--- src/rtl/core/otmr_pkg.sv ---
package otmr_pkg;

  localparam int SLOTS_DEFAULT = 16;

  localparam logic [1:0] MODE_START  = 2'd0;
  localparam logic [1:0] MODE_STOP   = 2'd1;
  localparam logic [1:0] MODE_ELAPSE = 2'd2;
  localparam logic [1:0] MODE_REPORT = 2'd3;

  typedef struct packed {
    logic [1:0]  mode;
    logic [15:0] timer_id;
    logic [31:0] amount;
  } cmd_word_t;

  typedef struct packed {
    logic [15:0] report_id;
    logic [31:0] remaining;
    logic        none_running;
    logic        last;
  } rsp_word_t;

  // one table slot as held in the slot memory
  typedef struct packed {
    logic [15:0] ident;
    logic [31:0] tm;
  } entry_t;

  typedef enum logic [1:0] {
    ST_IDLE,
    ST_SCAN,
    ST_TEST
  } state_t;

endpackage

--- src/rtl/core/otmr_ram.sv ---
module otmr_ram #(
  parameter int WIDTH = 48,
  parameter int DEPTH = 16,
  localparam int AW = (DEPTH > 1) ? $clog2(DEPTH) : 1
) (
  input  logic             clk,
  input  logic             we,
  input  logic [AW-1:0]    waddr,
  input  logic [WIDTH-1:0] wdata,
  input  logic             re,
  input  logic [AW-1:0]    raddr,
  output logic [WIDTH-1:0] rdata
);

  logic [WIDTH-1:0] mem [DEPTH];

  always_ff @(posedge clk) begin
    if (we) begin
      mem[waddr] <= wdata;
    end
    // read data holds while no read is issued
    if (re) begin
      rdata <= mem[raddr];
    end
  end

endmodule

--- src/rtl/core/ordered_timer_table.sv ---
// Ordered timer table: up to SLOTS timers (id, remaining ms) kept in start order.
// Command channel: cmd_valid / cmd_stall / cmd (mode, timer_id, amount).
//   start places a timer last (a running id moves, not duplicated; amount zero
//   only stops it; a full table drops it), stop removes an id, elapse subtracts
//   from every timer, freeing those that reach zero; report lists running ones.
// Result channel: rsp_valid / rsp_stall / rsp, driven only by report commands.
//   One word per running timer in start order, last set on the final one; an
//   empty table gives a single word with none_running and last set.
// Every command walks the occupied slots through one slot memory with a
// registered read and one shared subtract/compare unit: ST_SCAN reads a slot,
// ST_TEST acts on it, and a last ST_SCAN with idx == used ends the walk,
// where start appends its timer. cmd_stall is high for the whole walk.
// The result word sits in an output register, so a new command is taken while
// the last word still waits; a stalled receiver holds a report walk in place.
// Reset empties the table by clearing the slot count; there is no clearing
// pass, and the block takes a command straight out of reset.
module ordered_timer_table #(
  parameter int SLOTS = otmr_pkg::SLOTS_DEFAULT
) (
  input  logic                clk,
  input  logic                rst,
  input  logic                cmd_valid,
  output logic                cmd_stall,
  input  otmr_pkg::cmd_word_t cmd,
  output logic                rsp_valid,
  input  logic                rsp_stall,
  output otmr_pkg::rsp_word_t rsp
);

  localparam int AW = (SLOTS > 1) ? $clog2(SLOTS) : 1;
  localparam int CW = $clog2(SLOTS + 1);
  localparam int EW = $bits(otmr_pkg::entry_t);

  otmr_pkg::state_t    state, state_next;
  otmr_pkg::cmd_word_t cmd_reg;
  logic [CW-1:0]       used, used_next;
  logic [CW-1:0]       idx, idx_next;
  logic [CW-1:0]       keep, keep_next;

  logic                ram_we, ram_re;
  logic [AW-1:0]       ram_waddr, ram_raddr;
  otmr_pkg::entry_t    ram_wdata, ram_rdata;

  logic                rsp_load;
  otmr_pkg::rsp_word_t rsp_next;
  logic                rsp_free;

  logic [32:0]         diff;
  logic                alive;

  otmr_ram #(
    .WIDTH(EW),
    .DEPTH(SLOTS)
  ) u_slots (
    .clk  (clk),
    .we   (ram_we),
    .waddr(ram_waddr),
    .wdata(ram_wdata),
    .re   (ram_re),
    .raddr(ram_raddr),
    .rdata(ram_rdata)
  );

  // shared unit: remaining time minus elapsed amount, with borrow
  assign diff  = {1'b0, ram_rdata.tm} - {1'b0, cmd_reg.amount};
  assign alive = !diff[32] && (diff[31:0] != 32'd0);

  assign rsp_free  = !rsp_valid || !rsp_stall;
  assign cmd_stall = (state != otmr_pkg::ST_IDLE);

  always_ff @(posedge clk) begin
    if (rst) begin
      state <= otmr_pkg::ST_IDLE;
      used  <= '0;
      idx   <= '0;
      keep  <= '0;
    end else begin
      state <= state_next;
      used  <= used_next;
      idx   <= idx_next;
      keep  <= keep_next;
    end
  end

  always_ff @(posedge clk) begin
    if (state == otmr_pkg::ST_IDLE && cmd_valid) begin
      cmd_reg <= cmd;
    end
  end

  always_ff @(posedge clk) begin
    if (rst) begin
      rsp_valid <= 1'b0;
    end else if (rsp_load) begin
      rsp_valid <= 1'b1;
    end else if (!rsp_stall) begin
      rsp_valid <= 1'b0;
    end
  end

  always_ff @(posedge clk) begin
    if (rsp_load) begin
      rsp <= rsp_next;
    end
  end

  always_comb begin
    state_next = state;
    used_next  = used;
    idx_next   = idx;
    keep_next  = keep;
    ram_we     = 1'b0;
    ram_waddr  = keep[AW-1:0];
    ram_wdata  = ram_rdata;
    ram_re     = 1'b0;
    ram_raddr  = idx[AW-1:0];
    rsp_load   = 1'b0;
    rsp_next   = '0;
    case (state)
      otmr_pkg::ST_IDLE: begin
        if (cmd_valid) begin
          state_next = otmr_pkg::ST_SCAN;
          idx_next   = '0;
          keep_next  = '0;
        end
      end
      otmr_pkg::ST_SCAN: begin
        if (idx == used) begin
          if (cmd_reg.mode == otmr_pkg::MODE_REPORT) begin
            if (used == '0) begin
              if (rsp_free) begin
                rsp_load              = 1'b1;
                rsp_next.none_running = 1'b1;
                rsp_next.last         = 1'b1;
                state_next            = otmr_pkg::ST_IDLE;
              end
            end else begin
              state_next = otmr_pkg::ST_IDLE;
            end
          end else begin
            // append a started timer behind the survivors
            if (cmd_reg.mode == otmr_pkg::MODE_START && cmd_reg.amount != 32'd0 &&
                keep < CW'(SLOTS)) begin
              ram_we          = 1'b1;
              ram_wdata.ident = cmd_reg.timer_id;
              ram_wdata.tm    = cmd_reg.amount;
              used_next       = keep + CW'(1);
            end else begin
              used_next = keep;
            end
            state_next = otmr_pkg::ST_IDLE;
          end
        end else begin
          ram_re     = 1'b1;
          state_next = otmr_pkg::ST_TEST;
        end
      end
      otmr_pkg::ST_TEST: begin
        case (cmd_reg.mode)
          otmr_pkg::MODE_REPORT: begin
            if (rsp_free) begin
              rsp_load           = 1'b1;
              rsp_next.report_id = ram_rdata.ident;
              rsp_next.remaining = ram_rdata.tm;
              rsp_next.last      = ((idx + CW'(1)) == used);
              idx_next           = idx + CW'(1);
              state_next         = otmr_pkg::ST_SCAN;
            end
          end
          otmr_pkg::MODE_ELAPSE: begin
            if (alive) begin
              ram_we       = 1'b1;
              ram_wdata.tm = diff[31:0];
              keep_next    = keep + CW'(1);
            end
            idx_next   = idx + CW'(1);
            state_next = otmr_pkg::ST_SCAN;
          end
          default: begin
            // start and stop: drop the entry with the commanded id, compact the rest
            if (ram_rdata.ident != cmd_reg.timer_id) begin
              ram_we    = 1'b1;
              keep_next = keep + CW'(1);
            end
            idx_next   = idx + CW'(1);
            state_next = otmr_pkg::ST_SCAN;
          end
        endcase
      end
      default: begin
        state_next = otmr_pkg::ST_IDLE;
      end
    endcase
  end

  a_used_bound: assert property (@(posedge clk) disable iff (rst)
    used <= CW'(SLOTS))
    else $error("slot count exceeds table size");

  a_compact_order: assert property (@(posedge clk) disable iff (rst)
    (state != otmr_pkg::ST_IDLE) |-> (keep <= idx && idx <= used))
    else $error("compaction write index ran ahead of read index");

  a_none_word: assert property (@(posedge clk) disable iff (rst)
    (rsp_valid && rsp.none_running) |->
      (rsp.last && rsp.report_id == 16'd0 && rsp.remaining == 32'd0))
    else $error("empty-table report word malformed");

  a_report_keeps_count: assert property (@(posedge clk) disable iff (rst)
    (state != otmr_pkg::ST_IDLE && cmd_reg.mode == otmr_pkg::MODE_REPORT) |=>
      (used == $past(used)))
    else $error("report changed the slot count");

endmodule

--- config.mk ---
export PLATFORM = sky130hd
export DESIGN_NAME = ordered_timer_table
export DESIGN_NICKNAME = d
export VERILOG_FILES = /design/src/rtl/core/otmr_pkg.sv /design/src/rtl/core/otmr_ram.sv /design/src/rtl/core/ordered_timer_table.sv
export SDC_FILE = /design/constraint.sdc
export NUM_CORES = 1
export LEC_CHECK = 0
export BUFFER_PORTS_ARGS = -buffer_cell sky130_fd_sc_hd__buf_2
export CORE_MARGIN = 3
export CORE_UTILIZATION = 50
export CTS_CLUSTER_DIAMETER = 200
export DETAILED_ROUTE_END_ITERATION = 16
export GPL_TIMING_DRIVEN = 0
export PLACE_DENSITY = 0.64
export SYNTH_ARGS = -nofsm -noshare
export SYNTH_HDL_FRONTEND = slang
export SYNTH_HIERARCHICAL = 1
export SYNTH_SLANG_ARGS = --single-unit
--- constraint.sdc ---
create_clock -name clk -period 9.35 [get_ports clk]
set_input_delay 0.4675 -clock clk [delete_from_list [all_inputs] [get_ports clk]]
set_output_delay 0.4675 -clock clk [all_outputs]
set_load 0.03 [all_outputs]
==> impl_metrics.env <==
export IMPL_synthXorXnorAreaFrac=0.00892
export IMPL_syn_inst=2096
export IMPL_syn_area_um2=38300
export IMPL_comb_power_share=0.090
export IMPL_worst_ep_required_time_ns=9.71
export IMPL_worst_clock_skew_ns=0.0391
export IMPL_synth_common_cells="edfxtp_1, mux4_2, nand2_1"
export IMPL_p_total_mw=9.32
export IMPL_start_util=0.509
export IMPL_hold_path_depth=1
export IMPL_drive_gt1_frac=0.225
export IMPL_fin_crit_sh=0.732
export IMPL_min_delay_start="cmd[48]"
export IMPL_setup_viol=0
export IMPL_largest_register_ffs=768
export IMPL_synth_top_family_by_area="multiplexers"
export IMPL_core_um2=75200
export IMPL_crit_type="reg -> reg"
export IMPL_seq_area_frac_synth=0.728
export IMPL_pin_count=106
export IMPL_synth_top_area_cell="edfxtp_1"
export IMPL_syn_avg_cell_area_um2=18.3
export IMPL_reg2reg_from="u_slots/rdata[0]"
export IMPL_route_antenna_remaining_nets=0
export IMPL_drc=0
export IMPL_synthSimpleGateAreaFrac=0.0512
export IMPL_synthToLayoutAreaGrowth_pct=16.5
export IMPL_die_y_um=283
export IMPL_async_flop_share=0
export IMPL_internal_power_mw=7.19
export IMPL_cp_start_kind="flop"
export IMPL_arrival_ns=7.20
export IMPL_leakagePower_nw=14.7
export IMPL_cts_tree="built"
export IMPL_finalHoldViolations=0
export IMPL_drv_cap=0
export IMPL_cts_root_buf="clkbuf_16"
export IMPL_yosysWarnings=6
export IMPL_synth_flop_cell="edfxtp_1"
export IMPL_timing_rr_end="u_slots/mem[0][5]"
export IMPL_ir_worst_vdd_mv=0.159
export IMPL_worstPathMaxFanout=10
export IMPL_yosysMostFrequentCell="edfxtp_1"
export IMPL_ys_top_cells_by_area="edfxtp_1, mux4_2, a22oi_1"
export IMPL_hold_class="in -> reg"
export IMPL_grt_first_pass_wirelength_mm=144
export IMPL_crit_path_end_kind="flop"
export IMPL_cts_sinks=934
export IMPL_drt_iter0_drc=2041
export IMPL_rsz0062_at_grt="no"
export IMPL_synth_enable_flop_cells=916
export IMPL_cts_buffers=95
export IMPL_portBuffers=105
export IMPL_final_core_util=0.593
export IMPL_synth_compound_area_frac=0.0580
export IMPL_seqPwrFrac=0.514
export IMPL_synth_mux_area_frac=0.122
export IMPL_grt_pass1_vias=21800
export IMPL_clk_path_buf_depth=3
export IMPL_htree_levels=3
export IMPL_gp_congestion=0.893
export IMPL_clkTransAtPathRegs_ns=0.05
export IMPL_regToRegSetupSlack_ns=2.51
export IMPL_synth_fp_nets=2190
export IMPL_cts_resized=0
export IMPL_ys_types=72
export IMPL_drv_slew=0
export IMPL_p_clk_frac=0.396
export IMPL_reg2reg_depth=20
export IMPL_die_x_um=283
export IMPL_grt_usage=0.253
export IMPL_ys_ff_latch=934
export IMPL_grt_antenna_before_repair=2
export IMPL_max_clock_freq_mhz=146
export IMPL_cts_setup_buffers=0
export IMPL_worstMarginPinSlew_ns=1.32
export IMPL_dp_hpwl_mm=67.4
export IMPL_hold_end="cmd_reg[48]"
export IMPL_p_sw_frac=0.229
export IMPL_switching_power_mw=2.14
export IMPL_firstDrtPassIters=5
export IMPL_synth_fa_ha_area_frac=0.0133
export IMPL_cellPowerDensity_nw_per_um2=209
export IMPL_status="complete, no violations"
export IMPL_pre_cts_ws_ns=2.52
export IMPL_row_count=100
export IMPL_clk_latency_ns=0.66
export IMPL_drt_wl_total_mm=99.2
export IMPL_via_count=21400
export IMPL_wl_per_cell_um=28.4
export IMPL_layout_min_cycle_time_ns=6.84
export IMPL_fp_dieArea_um2=79900
export IMPL_nets=2494
export IMPL_setup_ws_ns=2.51
export IMPL_grt_max_degree=35
export IMPL_post_drt_via_cell_ratio=6.11
export IMPL_slew_headroom=0.119
export IMPL_synth_top_cell_area_share=0.718
export IMPL_overflow=0
## cell type report
class	instances	area [µm²]
timing repair buffer	207	1870
clock inverter	58	581
tap	1020	1280
fill	5509	30600
multi-input combinational	1001	9820
inverter	60	225
buffer	101	503
antenna	1	2.50
clock buffer	112	2460
sequential	934	27900
## critical path: stages, from the launching register on
cell and delay, ns:
edfxtp_1 0.56, inv_1 0.11, ha_1 0.21, fa_1 0.40
nand2b_1 0.20, a211o_1 0.35, a22o_1 0.30, o41ai_1 0.71
nor3_1 0.15, o22ai_1 0.25, nor4_1 0.15, o2111a_1 0.16
buf_6 0.14, buf_4 0.19, o31a_1 0.25, nor3_1 0.46
or3b_2 0.63, nor3_2 0.65, buf_6 0.27, buf_6 0.19
buf_6 0.18
## cells in the final DEF, fill, tap and decap left out, types with 28 or more instances in the layout
| cell | count |
|---|---|
| and2_1 | 71 |
| ha_1 | 39 |
| nand2_1 | 115 |
| buf_12 | 28 |
| clkbuf_1 | 67 |
| dlygate4sd3_1 | 49 |
| mux4_2 | 192 |
| buf_2 | 111 |
| inv_1 | 58 |
| a21oi_1 | 43 |
| edfxtp_1 | 916 |
| clkbuf_16 | 96 |
| a221o_1 | 29 |
| o21ai_0 | 37 |
| nor2_1 | 54 |
| a22oi_1 | 101 |
## through the flow
step	instances	hold slack [ns]	TNS [ns]	area (µm²)
final	3494	0.0590	0	44600
after global routing	3494	0.0343	0	44600
after CTS	3493	0.0198	0	44600
after detailed placement	3274	0.512	0	41100
after global placement	3221	0.486	-891.54	40100
after floorplan	2096	0.457	0	38300
## layer usage
metal,part of all wire,global-route usage,wire (µm),vias up
met5,0,0,0,-
met4,0.026,0.0728,2580,0
met3,0.071,0.0406,7050,148
met2,0.50,0.423,49100,855
met1,0.41,0.348,40400,11200
li1,-,-,-,9163
## power by group through the flow
stage,clock network [mW],registers [mW],logic [mW]
after floorplan,0,4.85,0.562
after global placement,0,4.88,0.786
after detailed placement,0,4.88,0.819
final,3.70,4.79,0.838
after global routing,3.94,4.79,0.914
after CTS,3.78,4.79,0.840
## how the worst max path moves through the flow
stage / startpoint / endpoint / slack, ns / cells after the start
floorplan: cmd_reg[0] / u_slots/mem[0][0] / 1.45 / 16
CTS: u_slots/rdata[0] / u_slots/mem[0][14] / 2.49 / 20
global route: u_slots/rdata[0] / u_slots/mem[0][14] / 2.30 / 20
global placement: u_slots/rdata[0] / u_slots/mem[0][2] / -3.76 / 17
finish: u_slots/rdata[0] / u_slots/mem[0][5] / 2.51 / 20
detailed placement: u_slots/rdata[0] / u_slots/mem[0][2] / 2.52 / 20
## logic make-up after synthesis
logic type / after synthesis
multiplexers: 224
XOR/XNOR: 39
AND/OR/NAND/NOR: 392
adder cells (fa/ha/maj): 40
flip-flops: 934
AO/OA/AOI/OAI: 306
buffers and inverters: 161
## repair_timing
action                     in CTS  in global routing
hold endpoints to repair       49                  0
setup endpoints to repair       0                  0
hold buffers                   49                  0
Note: power is estimated with default switching activity, not from simulation.
